$ cat config.mk
export PLATFORM = sky130hd
export DESIGN_NAME = display_temperature_smoother
export DESIGN_NICKNAME = d
export VERILOG_FILES = /design/src/hw/rtl/dts_pkg.sv /design/src/hw/rtl/dts_cfg_regs.sv /design/src/hw/rtl/dts_ctrl.sv /design/src/hw/rtl/dts_datapath.sv /design/src/hw/rtl/display_temperature_smoother.sv
export SDC_FILE = /design/constraint.sdc
export NUM_CORES = 2
export LEC_CHECK = 0
export BUFFER_PORTS_ARGS = -buffer_cell sky130_fd_sc_hd__clkbuf_2
export CORE_MARGIN = 8
export CORE_UTILIZATION = 45
export CTS_CLUSTER_SIZE = 16
export DETAILED_ROUTE_END_ITERATION = 10
export GPL_TIMING_DRIVEN = 0
export HOLD_SLACK_MARGIN = 0.05
export MAX_ROUTING_LAYER = met4
export PLACE_DENSITY = 0.64
export SETUP_SLACK_MARGIN = 0.5
export SLEW_MARGIN = 10
export SYNTH_ARGS = -nofsm -noshare
export SYNTH_HDL_FRONTEND = slang
export SYNTH_SLANG_ARGS = --single-unit
$ cat constraint.sdc
create_clock -name clk -period 15.6 [get_ports clk]
set_clock_uncertainty 0.2 [all_clocks]
set_input_delay 0.78 -clock clk [delete_from_list [all_inputs] [get_ports clk]]
set_output_delay 0.78 -clock clk [all_outputs]
set_load 0.05 [all_outputs]
$ cat src/hw/rtl/dts_pkg.sv
// Package for the display temperature smoother.
// Holds field widths, register reset values, smoothing constants and the shared types.
// No dependencies.
`default_nettype none

package dts_pkg;

	// Field widths
	localparam int unsigned ADC_W      = 12;
	localparam int unsigned SCALE_W    = 16;
	localparam int unsigned TEMP_W     = 13;
	localparam int unsigned Q16_W      = 25;  // displayed value, Q16 degrees: 13-bit q4 temperature + 12 fraction bits
	localparam int unsigned FACTOR_W   = 13;
	localparam int unsigned PROD_IN_W  = ADC_W + SCALE_W;

	// Port widths
	localparam int unsigned S_TDATA_W  = 16;  // adc_sample padded to bytes
	localparam int unsigned M_TDATA_W  = 40;  // three temperatures padded to bytes
	localparam int unsigned CFG_IDX_W  = 2;
	localparam int unsigned CFG_DATA_W = 16;

	// Ring depth default
	localparam int unsigned RING_DEPTH_DEF = 8;

	// Register reset values
	localparam logic [SCALE_W-1:0] SCALE_RST    = 16'd20081;
	localparam logic [TEMP_W-1:0]  MAX_TEMP_RST = 13'd7360;
	localparam logic [ADC_W-1:0]   REJECT_RST   = 12'd4000;

	// Smoothing factors in Q16
	localparam logic [FACTOR_W-1:0] FACTOR_FAR  = 13'd1311;  // 0.02
	localparam logic [FACTOR_W-1:0] FACTOR_MID  = 13'd3277;  // 0.05
	localparam logic [FACTOR_W-1:0] FACTOR_NEAR = 13'd5243;  // 0.08
	localparam logic [FACTOR_W-1:0] FACTOR_FINE = 13'd6554;  // 0.1

	// Gap thresholds in Q16 degrees
	localparam logic [Q16_W-1:0] GAP_FAR  = Q16_W'(10 * 65536);
	localparam logic [Q16_W-1:0] GAP_MID  = Q16_W'(5 * 65536);
	localparam logic [Q16_W-1:0] GAP_NEAR = Q16_W'(2 * 65536);

	// Register indexes
	typedef enum logic [CFG_IDX_W-1:0] {
		REG_SCALE    = 2'd0,
		REG_MAX_TEMP = 2'd1,
		REG_REJECT   = 2'd2
	} dts_reg_t;

	// Live configuration
	typedef struct packed {
		logic [SCALE_W-1:0] scale_q16;
		logic [TEMP_W-1:0]  max_temp_q4;
		logic [ADC_W-1:0]   reject_limit;
	} dts_cfg_t;

	// Controller to datapath commands
	typedef struct packed {
		logic load;    // input beat taken: multiply, compare, ring read
		logic update;  // saturate, ring insert, smoother start
		logic divide;  // sum times reciprocal
		logic gap;     // gap magnitude and factor select
		logic step;    // smoothing step and result load
	} dts_cmd_t;

endpackage

`default_nettype wire

$ cat src/hw/rtl/dts_cfg_regs.sv
// Configuration register bank of the display temperature smoother.
// Depends on dts_pkg for widths, reset values and register indexes.
`default_nettype none

module dts_cfg_regs
	import dts_pkg::*;
(
	input  wire logic                  clk,
	input  wire logic                  arst_n,
	input  wire logic                  cfg_valid,
	input  wire logic [CFG_IDX_W-1:0]  cfg_index,
	input  wire logic [CFG_DATA_W-1:0] cfg_data,
	output dts_cfg_t                   cfg
);

	dts_cfg_t cfg_q;

	// Register writes; unknown indexes are dropped
	always_ff @(posedge clk or negedge arst_n) begin
		if (!arst_n) begin
			cfg_q.scale_q16    <= SCALE_RST;
			cfg_q.max_temp_q4  <= MAX_TEMP_RST;
			cfg_q.reject_limit <= REJECT_RST;
		end else if (cfg_valid) begin
			unique case (cfg_index)
				REG_SCALE:    cfg_q.scale_q16    <= cfg_data[SCALE_W-1:0];
				REG_MAX_TEMP: cfg_q.max_temp_q4  <= cfg_data[TEMP_W-1:0];
				REG_REJECT:   cfg_q.reject_limit <= cfg_data[ADC_W-1:0];
				default: ;
			endcase
		end
	end

	assign cfg = cfg_q;

endmodule

`default_nettype wire

$ cat src/hw/rtl/dts_ctrl.sv
// Sequencer of the display temperature smoother.
// Walks each item through load, update, divide, gap and step; owns the output valid.
// Depends on dts_pkg for the command struct.
`default_nettype none

module dts_ctrl
	import dts_pkg::*;
(
	input  wire logic clk,
	input  wire logic arst_n,
	input  wire logic s_tvalid,
	output logic      s_tready,
	output logic      m_tvalid,
	input  wire logic m_tready,
	output dts_cmd_t  cmd
);

	typedef enum logic [2:0] {
		ST_IDLE,
		ST_UPDATE,
		ST_DIVIDE,
		ST_GAP,
		ST_STEP
	} state_t;

	state_t state_q;
	logic   out_valid_q;
	logic   out_free;

	// Output slot can take a new result this cycle
	assign out_free = !out_valid_q || m_tready;

	// Commands decoded from state
	always_comb begin
		cmd        = '0;
		cmd.load   = (state_q == ST_IDLE) && s_tvalid;
		cmd.update = (state_q == ST_UPDATE);
		cmd.divide = (state_q == ST_DIVIDE);
		cmd.gap    = (state_q == ST_GAP);
		cmd.step   = (state_q == ST_STEP) && out_free;
	end

	// State and output valid
	always_ff @(posedge clk or negedge arst_n) begin
		if (!arst_n) begin
			state_q     <= ST_IDLE;
			out_valid_q <= 1'b0;
		end else begin
			if (cmd.step) begin
				out_valid_q <= 1'b1;
			end else if (m_tready) begin
				out_valid_q <= 1'b0;
			end
			unique case (state_q)
				ST_IDLE: begin
					if (s_tvalid) state_q <= ST_UPDATE;
				end
				ST_UPDATE: state_q <= ST_DIVIDE;
				ST_DIVIDE: state_q <= ST_GAP;
				ST_GAP:    state_q <= ST_STEP;
				ST_STEP: begin
					if (out_free) state_q <= ST_IDLE;
				end
				default: state_q <= ST_IDLE;
			endcase
		end
	end

	assign s_tready = (state_q == ST_IDLE);
	assign m_tvalid = out_valid_q;

endmodule

`default_nettype wire

$ cat src/hw/rtl/dts_datapath.sv
// Datapath of the display temperature smoother: conversion multiplier, ring memory,
// running sum, reciprocal divider and smoothing step, plus the result register.
// Depends on dts_pkg for widths, constants and the command and config structs.
`default_nettype none

module dts_datapath
	import dts_pkg::*;
#(
	parameter int unsigned RING_DEPTH = RING_DEPTH_DEF
) (
	input  wire logic              clk,
	input  wire logic              arst_n,
	input  wire dts_cmd_t          cmd,
	input  wire dts_cfg_t          cfg,
	input  wire logic [ADC_W-1:0]  adc_sample,
	output logic [TEMP_W-1:0]      raw_temp_q4,
	output logic [TEMP_W-1:0]      average_q4,
	output logic [TEMP_W-1:0]      shown_temp_q4,
	output logic                   sample_accepted
);

	localparam int unsigned POS_W  = $clog2(RING_DEPTH);
	localparam int unsigned SUM_W  = TEMP_W + POS_W;
	// Reciprocal for floor((sum << 12) / RING_DEPTH), exact over the whole sum range
	localparam int unsigned X_W    = SUM_W + 12;
	localparam int unsigned REC_K  = X_W + POS_W;
	localparam int unsigned M_W    = X_W + 1;
	localparam logic [63:0] REC_M_FULL =
		((64'd1 << REC_K) + 64'(RING_DEPTH) - 64'd1) / 64'(RING_DEPTH);
	localparam logic [M_W-1:0] REC_M = REC_M_FULL[M_W-1:0];
	localparam int unsigned REC_SH = REC_K - 12;
	localparam int unsigned AVG_W  = SUM_W + M_W;
	localparam int unsigned STEP_W = FACTOR_W + Q16_W;

	// Ring memory, no reset: an entry's read value is used only after it has been written
	logic [TEMP_W-1:0] ring_mem [RING_DEPTH];
	logic [TEMP_W-1:0] ring_rd_q;

	logic [PROD_IN_W-1:0] conv_prod_q;
	logic                 acc_q;
	logic [TEMP_W-1:0]    raw_q;
	logic [POS_W-1:0]     pos_q;
	logic                 filled_q;
	logic                 lap_q;      // first lap after fill: old entries hold fill_q
	logic [TEMP_W-1:0]    fill_q;
	logic [SUM_W-1:0]     sum_q;
	logic                 started_q;
	logic [Q16_W-1:0]     sm_q;
	logic [AVG_W-1:0]     avg_prod_q;
	logic [Q16_W-1:0]     mag_q;
	logic                 up_q;
	logic [FACTOR_W-1:0]  factor_q;
	logic [TEMP_W-1:0]    avg4_q;

	logic [TEMP_W-1:0]    out_raw_q;
	logic [TEMP_W-1:0]    out_avg_q;
	logic [TEMP_W-1:0]    out_shown_q;
	logic                 out_acc_q;

	// Saturated conversion
	logic [PROD_IN_W-13:0] conv;
	logic [TEMP_W-1:0]     raw;
	assign conv = conv_prod_q[PROD_IN_W-1:12];
	assign raw  = (conv > (PROD_IN_W-12)'(cfg.max_temp_q4)) ? cfg.max_temp_q4
	                                                        : conv[TEMP_W-1:0];

	// Entry leaving the ring
	logic [TEMP_W-1:0] old_entry;
	assign old_entry = lap_q ? fill_q : ring_rd_q;

	// Average in Q16 and gap
	logic [Q16_W-1:0] avg16;
	logic             up;
	logic [Q16_W-1:0] mag;
	logic [FACTOR_W-1:0] factor;
	assign avg16 = avg_prod_q[REC_SH +: Q16_W];
	assign up    = (avg16 >= sm_q);
	assign mag   = up ? (avg16 - sm_q) : (sm_q - avg16);

	always_comb begin
		if (mag > GAP_FAR) begin
			factor = FACTOR_FAR;
		end else if (mag > GAP_MID) begin
			factor = FACTOR_MID;
		end else if (mag > GAP_NEAR) begin
			factor = FACTOR_NEAR;
		end else begin
			factor = FACTOR_FINE;
		end
	end

	// Smoothing step, truncated toward zero
	logic [STEP_W-1:0] step_prod;
	logic [Q16_W-1:0]  step_val;
	logic [Q16_W-1:0]  sm_next;
	assign step_prod = STEP_W'(factor_q) * STEP_W'(mag_q);
	assign step_val  = Q16_W'(step_prod >> 16);
	assign sm_next   = up_q ? (sm_q + step_val) : (sm_q - step_val);

	// Memory port and per-item payload registers
	always_ff @(posedge clk) begin
		if (cmd.load) begin
			conv_prod_q <= PROD_IN_W'(adc_sample) * PROD_IN_W'(cfg.scale_q16);
			acc_q       <= (adc_sample <= cfg.reject_limit);
			ring_rd_q   <= ring_mem[pos_q];
		end
		if (cmd.update) begin
			raw_q <= raw;
			if (acc_q && filled_q) begin
				ring_mem[pos_q] <= raw;
			end
		end
		if (cmd.divide) begin
			avg_prod_q <= AVG_W'(sum_q) * AVG_W'(REC_M);
		end
		if (cmd.gap) begin
			mag_q    <= mag;
			up_q     <= up;
			factor_q <= factor;
			avg4_q   <= avg16[Q16_W-1:12];
		end
		if (cmd.step) begin
			out_raw_q   <= raw_q;
			out_avg_q   <= avg4_q;
			out_shown_q <= sm_next[Q16_W-1:12];
			out_acc_q   <= acc_q;
		end
	end

	// Ring state, running sum and smoother state
	always_ff @(posedge clk or negedge arst_n) begin
		if (!arst_n) begin
			pos_q     <= '0;
			filled_q  <= 1'b0;
			lap_q     <= 1'b0;
			fill_q    <= '0;
			sum_q     <= '0;
			started_q <= 1'b0;
			sm_q      <= '0;
		end else begin
			if (cmd.update) begin
				if (acc_q) begin
					if (!filled_q) begin
						// First sample fills every entry
						sum_q    <= SUM_W'(raw) * SUM_W'(RING_DEPTH);
						filled_q <= 1'b1;
						lap_q    <= 1'b1;
						fill_q   <= raw;
						pos_q    <= POS_W'(1);
					end else begin
						sum_q <= sum_q - SUM_W'(old_entry) + SUM_W'(raw);
						if (pos_q == '0) lap_q <= 1'b0;
						if (pos_q == POS_W'(RING_DEPTH - 1)) begin
							pos_q <= '0;
						end else begin
							pos_q <= pos_q + POS_W'(1);
						end
					end
				end
				if (!started_q) begin
					started_q <= 1'b1;
					sm_q      <= {raw, 12'd0};
				end
			end
			if (cmd.step) begin
				sm_q <= sm_next;
			end
		end
	end

	assign raw_temp_q4     = out_raw_q;
	assign average_q4      = out_avg_q;
	assign shown_temp_q4   = out_shown_q;
	assign sample_accepted = out_acc_q;

endmodule

`default_nettype wire

$ cat src/hw/rtl/display_temperature_smoother.sv
// Display temperature smoother, top level.
// Instantiates dts_cfg_regs, dts_ctrl and dts_datapath; depends on dts_pkg.
//
// Usage:
//   s_* channel takes one ADC sample per beat (tdata[11:0]).
//   m_* channel returns one result beat per sample: raw, average and shown
//   temperatures in tdata, the ring-accept flag in tuser.
//   cfg_* channel writes scale, saturation limit and reject limit; it is always
//   ready and must only be used while no sample is in flight.
// Each taken sample walks through the sequencer's conversion, ring update,
//   reciprocal divide, gap and step; m_tvalid is registered and rises when
//   the step loads the result. One sample is in flight at a time: s_tready
//   stays low until the sequencer is back in idle.
//   The ring memory read is issued in the accept cycle.
// A finished result sits in the output register; the next sample is accepted
//   meanwhile, and the sequencer holds in its last step until the slot frees.
// Reset clears the ring state, the smoother and the output valid, and reloads
//   the register defaults. No clearing pass is needed: the ring is seeded by the
//   first accepted sample.
`default_nettype none

module display_temperature_smoother
	import dts_pkg::*;
#(
	parameter int unsigned RING_DEPTH = RING_DEPTH_DEF
) (
	input  wire logic                  clk,
	input  wire logic                  arst_n,
	// Input samples
	input  wire logic                  s_tvalid,
	output logic                       s_tready,
	input  wire logic [S_TDATA_W-1:0]  s_tdata,   // [11:0] adc_sample
	// Results
	output logic                       m_tvalid,
	input  wire logic                  m_tready,
	output logic [M_TDATA_W-1:0]       m_tdata,   // [12:0] raw_temp_q4, [25:13] average_q4,
	                                              // [38:26] shown_temp_q4
	output logic                       m_tuser,   // [0] sample_accepted
	// Configuration writes
	input  wire logic                  cfg_valid,
	output logic                       cfg_ready,
	input  wire logic [CFG_IDX_W-1:0]  cfg_index,
	input  wire logic [CFG_DATA_W-1:0] cfg_data
);

	dts_cfg_t          cfg;
	dts_cmd_t          cmd;
	logic [TEMP_W-1:0] raw_temp_q4;
	logic [TEMP_W-1:0] average_q4;
	logic [TEMP_W-1:0] shown_temp_q4;
	logic              sample_accepted;

	assign cfg_ready = 1'b1;

	dts_cfg_regs u_cfg_regs (
		.clk       (clk),
		.arst_n    (arst_n),
		.cfg_valid (cfg_valid),
		.cfg_index (cfg_index),
		.cfg_data  (cfg_data),
		.cfg       (cfg)
	);

	dts_ctrl u_ctrl (
		.clk      (clk),
		.arst_n   (arst_n),
		.s_tvalid (s_tvalid),
		.s_tready (s_tready),
		.m_tvalid (m_tvalid),
		.m_tready (m_tready),
		.cmd      (cmd)
	);

	dts_datapath #(
		.RING_DEPTH (RING_DEPTH)
	) u_datapath (
		.clk             (clk),
		.arst_n          (arst_n),
		.cmd             (cmd),
		.cfg             (cfg),
		.adc_sample      (s_tdata[ADC_W-1:0]),
		.raw_temp_q4     (raw_temp_q4),
		.average_q4      (average_q4),
		.shown_temp_q4   (shown_temp_q4),
		.sample_accepted (sample_accepted)
	);

	// Result packing, first field lowest
	assign m_tdata = {1'b0, shown_temp_q4, average_q4, raw_temp_q4};
	assign m_tuser = sample_accepted;

endmodule

`default_nettype wire

Word level (Yosys, flattened, before mapping)
Memory sizes are Yosys's and may differ from the RTL's. A register that Yosys moved wholly into a read port is not among the register bits. Cells that the tools add are included.

Muxes and demuxes: 22. Order comparisons: 6. Bitwise gates (word level): 1. Multipliers: 2. $add $sub $neg: 7. Equality and inequality tests: 11. Reductions and logical operators: 19.

Operator list (count): 25-bit two-way mux (5); 25-bit subtractor (2); 13-bit by 25-bit multiplier with 38-bit output (1); 12-bit by 16-bit multiplier with 28-bit output (1); 13-bit two-way mux (2); 25-bit by 22-bit adder with 25-bit output (1); 25-bit greater-or-equal comparator (1); 25-bit by 18-bit greater-than comparator with 1-bit output, second input constant (1); 25-bit by 19-bit greater-than comparator with 1-bit output, second input constant (1); 25-bit by 20-bit greater-than comparator with 1-bit output, second input constant (1); 25-bit by 22-bit subtractor with 25-bit output (1); 12-bit two-way mux (2); 16-bit by 13-bit adder with 16-bit output (1); 16-bit by 13-bit greater-than comparator with 1-bit output (1); 16-bit two-way mux (1); 16-bit by 13-bit subtractor with 16-bit output (1); 3-bit case mux with 5 select lines (1); 12-bit less-or-equal comparator (1); 3-bit two-way mux (4); 2-bit AND reduction (6); 1-bit two-way mux (7); 3-bit by 2-bit == test with 1-bit output, second input constant (2); 3-bit == test, second input constant (2); 3-bit zero test (2); 14 further kinds (20).

Bits in writable memories: 104. Bits in registers: 255. Memories: 1. Output and inout port bits: 44.

Memories: u_datapath.ring_mem (depth 8, bits a word 13, rd ports 1, clocked after memory_dff 1, wr ports 1, RTL line dts_datapath.sv:36) `logic [TEMP_W-1:0] ring_mem [RING_DEPTH];`.

Logic depth before layout (Yosys ltp)
Depth in word-level cells: 5. Mapped depth: 37.

By module
A second synthesis with hierarchy kept.

Cell total of the unflattened synthesis: 3275. Area, all modules: 33269.4 sq um.

By module, submodules not included: dts_datapath (cells each 3165, area an instance 31477.7 sq um, sequential area each 9008.6 sq um, instances 1); dts_cfg_regs (cells each 88, area an instance 1571.5 sq um, sequential area each 1049.8 sq um, instances 1); dts_ctrl (cells each 18, area an instance 197.7 sq um, sequential area each 100.1 sq um, instances 1); display_temperature_smoother (cells each 4, area an instance 22.5 sq um, sequential area each 0.0 sq um, instances 1).

Worst setup path after synthesis
Ideal clock, no wire load.

Path kind: register to register. Start: register u_datapath.factor_q[4]. End: register u_datapath.sm_q[24]. Cell stages (with the launch flop): 34. Buffers on the path: 3. Path slack: 6.830 ns. Clock period less this slack: 8.770 ns. Arrival time: 8.444 ns. Library setup time: 0.126 ns. Path through: edfxtp_1 buf_2 clkbuf_1 nand2_1 fa_1 fa_1 inv_1 fa_1 inv_1 fa_1 fa_1 inv_1 ha_1 a2111oi_0 o21ai_1 a31oi_1 o21ai_0 a211oi_1 mux2_2 or4b_1 nor4b_1 a21oi_1 xnor2_1 ha_1 clkbuf_1 and3_1 nand3_1 o22a_1 o21ai_0 o21ai_0 a21oi_1 xnor2_1 xnor2_1 a221o_1.

Cells in the longest elaborated chain, start to end: 4.

RTL lines: start: declaration (RTL line dts_datapath.sv:52) `logic [FACTOR_W-1:0] factor_q;`; start signal: assignment (RTL line dts_datapath.sv:119) `factor_q <= factor;`; 13-bit by 25-bit multiplier with 38-bit output * (RTL line dts_datapath.sv:96) `assign step_prod = STEP_W'(factor_q) * STEP_W'(mag_q);`; 25-bit by 22-bit subtractor with 25-bit output or 25-bit by 22-bit adder with 25-bit output (tied branches) (RTL line dts_datapath.sv:98) `assign sm_next = up_q ? (sm_q + step_val) : (sm_q - step_val);`; 25-bit two-way mux * (RTL line dts_datapath.sv:98); named net u_datapath.sm_next[24] (RTL line dts_datapath.sv:95) `logic [Q16_W-1:0] sm_next;`; 25-bit two-way mux * (RTL line dts_datapath.sv:165) `if (cmd.step) begin`; end signal: assignment (RTL line dts_datapath.sv:162) `sm_q <= {raw, 12'd0};`; end signal: assignment (RTL line dts_datapath.sv:166) `sm_q <= sm_next;`; end: declaration (RTL line dts_datapath.sv:48) `logic [Q16_W-1:0] sm_q;`.

The timed path passes the listed nets; every way through them passes the cells marked *. A chain may end at the register's enable or synchronous reset.

Worst setup path in the final report
Start: register u_datapath.factor_q[4]. End: register u_datapath.sm_q[22].

The elaborated chain is that of the path after synthesis.

==> impl_results.md <==
- Outcome: finished, final reports clean
- Footprint of the multi-input gates: 0.02005 mm²
- Ys flop type: edfxtp_1
- Synth warn: 0
- Root Driver: clkbuf_16
- Die Span Y: approximately 290 µm
- FF+latch count, synth: 355
- Htree depth: 2
- CTS max path bufs: 3
- Worst Hold End: u_datapath.raw_temp_q4[8]$_DFFE_PP_
- Final WS setup: between 4 and 5 ns
- Row cnt: between 90 and 100
- Distinct cells, synth: 92
- Pre-CTS setup slack: 4.934 ns
- Max Cap Violations: 0
- # resized after CTS: 0
- Wire per inst: 18.85 µm
- CP max stage cell: a211oi_1
- Worst R2R End: u_datapath.sm_q[22]$_DFFE_PN0P_
- Antenna violations before repair: 2
- Hold_sp: u_datapath.raw_q[8]$_DFFE_PP_
- Core box area: ~0.073 mm²
- Clock tree sinks: between 300 and 400
- Detail Route Antenna Nets: 0
- Die width: 285.9 µm
- EDFF count, synth: 250
- Total congestion overflow: 0
- # nets final: 3974
- Worst-skew pair later-pin latency: 0.57 ns
- HPWL after DPL: about 65 mm
- Clock Pin Slew Worst Setup and Hold Paths: 0.06 ns
- CTS Buf Count: 37
- Largest net degree at the start of global routing: 66
- Hold Vio Cnt, Final: 0
- Die area: 0.08173 mm²
- Critical path required time: 15.89 ns
- Total GRT Usage: 0.2040
- Asr flop ratio synth: 0.2958
- Crit-path max FO: 10
- Min Hold Slack: about 0.21 ns
- Count leader, synth: inv_1
- Fin crit share: 0.6870
- Reg2Reg Setup Slack: just under 5 ns
- Yosys top cell by area: fa_1
- GP Congestion: 0.9086
- DRT Pass-1 Iters: 5
- Yosys top cell area share: 0.2321
- Global-route wire length before repair: 129.0 mm
- Fmax: 93.31 MHz
- Max incr delay on CP: 0.65 ns
- Min Tclk post-route: about 11 ns
- Vias in the first global route: 23360
- Top cells by area, synth: fa_1, edfxtp_1, ha_1, dfrtp_1, inv_1
- CP Launch Type: register
- Via density: 5.242
- Cell count after synthesis: 3165
- Seq/Total Area, Yosys: 0.3099
- Final Core Density: 0.4922
- R2R depth: 34
- Drt first-iter violations: ~1200
- Measured slew at the worst slew-check pin: 1.062 ns
- Reg area: between 0.01 and 0.015 mm²
- DRC: 0
- Critical Path End Type: register
- Ratio of cells with drive above 1 in the final layout: 0.08833
- Initial Utilization: 0.4515
- CP Class: register to register
- PortBufs: 76
- Area growth from synthesis to layout: 9.009%
- RSZ-0062 raised after global routing: no
- Max-slew violation count: 0
- Routed vias: 22420
- Crit path top cell by count: fa_1
- Worst hold path class: register to register
- CTS tree: built
- Final setup fails: 0
- Post-Syn Nets: ~3900
- Hold Path Cell Cnt: 0
- Fillers: 6782
- Mapped Avg Cell Area: approximately 10 µm²
- IO Pins: just over 80
- Synthesized cell area: 0.03278 mm²
- Critical Path AT: 11.01 ns
- Final TNS setup: 0 ns
- Worst slew margin: 0.2829
- Detailed Route WL: roughly 80 mm
- R2R Path Start: u_datapath.factor_q[4]$_SDFFCE_PP1P_
- Synth cell count leaders: inv_1, fa_1, nand2_1
-- metal layers --
metal  vias to the layer above  wire length [µm]  global-route usage  part of all wire
met3                       126              4081             0.02690             0.051
li1                      10600                 -                   -                 -
met4                         0              1867             0.04753             0.023
met1                     11140             34570              0.2596              0.43
met5                         -                 0                   -                 0
met2                       554             40090              0.3467              0.50
-- metrics by stage --
step                      instance area, µm²  cells
after CTS                              35720   4276
after floorplan                        32780   3165
final                                  35730   4277
after detailed placement               34510   4208
after global placement                 34360   4200
after global routing                   35730   4276
-- sequential cells by signal (all words and copies together), names as in the netlist, 3 cells and up --
signal,count
u_datapath.avg_prod_q,16
u_datapath.pos_q,3
u_datapath.fill_q,13
u_datapath.ring_rd_q,13
u_datapath.ring_mem,104
u_datapath.raw_q,13
u_datapath.sm_q,25
u_datapath.shown_temp_q4,13
u_datapath.conv_prod_q,16
u_datapath.factor_q,8
u_cfg_regs.cfg,41
u_ctrl.state_q,3
u_datapath.mag_q,25
u_datapath.avg4_q,13
u_datapath.average_q4,13
u_datapath.raw_temp_q4,13
u_datapath.sum_q,16
-- logic make-up after synthesis --
logic type               count (synthesis)  share of synthesized area
AND/OR/NAND/NOR                        852                     0.1257
AO/OA/AOI/OAI                          412                    0.08467
XOR/XNOR                               110                    0.02939
adder cells (fa/ha/maj)                646                     0.3336
buffers and inverters                  689                    0.07971
other                                    2                  0.0002291
flip-flops                             355                     0.3099
multiplexers                            99                    0.03668
-- layout by cell type (no fill, tap or decap), drive strengths merged, types with 13 or more instances in the layout --
cell type	synthesis	final
nor2	127	127
nor2b	14	14
a221o	16	16
clkbuf	94	214
clkinv	3	19
xnor2	71	71
o21bai	15	15
inv	572	574
or2	13	13
mux2i	23	23
a21o	43	43
fa	380	380
and2	166	166
a22oi	19	19
nand2b	24	24
mux2	66	66
a31oi	13	13
ha	266	266
nand3	31	31
edfxtp	250	250
dfstp	19	19
a21oi	95	95
nor3	30	30
nand2	368	368
xor2	39	39
dfrtp	86	86
buf	20	28
o21ai	95	95
nand4	17	17
-- worst max-delay path, delay by kind of cell (launching register included) --
| kind | cells | cell delay, ns |
|---|---|---|
| XOR/XNOR | 2 | 0.63 |
| AO/OA/AOI/OAI | 13 | 3.88 |
| multiplexers | 1 | 0.43 |
| buffers and inverters | 5 | 0.81 |
| AND/OR/NAND/NOR | 6 | 1.22 |
| flip-flops | 1 | 0.32 |
| adder cells (fa/ha/maj) | 7 | 3.16 |
-- final cells by class --
cell class / instances / share of cell area
multi-input combinational: 2121 / 0.5611
sequential: 355 / 0.2843
inverter: 575 / 0.06055
tap: 959 / 0.03358
clock buffer: 44 / 0.02752
timing repair buffer: 85 / 0.01418
buffer: 114 / 0.01268
clock inverter: 23 / 0.005988
antenna: 1 / 0.00007004
-- repair_timing --
item | CTS | global route
hold buffers | 1 | 0
hold endpoints to repair | 40 | 0
setup buffers | 0 | 0
-- worst max path at each step --
| stage | start | cells past startpoint | to | slack [ns] |
|---|---|---|---|---|
| after floorplan | u_datapath.factor_q[4]$_SDFFCE_PP1P_ | 33 | u_datapath.sm_q[24]$_DFFE_PN0P_ | 6.83 |
| after global placement | u_datapath.factor_q[4]$_SDFFCE_PP1P_ | 34 | u_datapath.sm_q[22]$_DFFE_PN0P_ | 4.97 |
| after detailed placement | u_datapath.factor_q[10]$_SDFFCE_PP1P_ | 33 | u_datapath.sm_q[22]$_DFFE_PN0P_ | 4.93 |
| after CTS | u_datapath.factor_q[4]$_SDFFCE_PP1P_ | 34 | u_datapath.sm_q[22]$_DFFE_PN0P_ | 4.87 |
| after global routing | u_datapath.factor_q[5]$_SDFFCE_PP0P_ | 34 | u_datapath.sm_q[22]$_DFFE_PN0P_ | 4.25 |
| final | u_datapath.factor_q[4]$_SDFFCE_PP1P_ | 34 | u_datapath.sm_q[22]$_DFFE_PN0P_ | 4.88 |
Power is left out: the tool's default activity adds up to more than one toggle a clock period on the data nets, which glitch-free logic cannot reach.
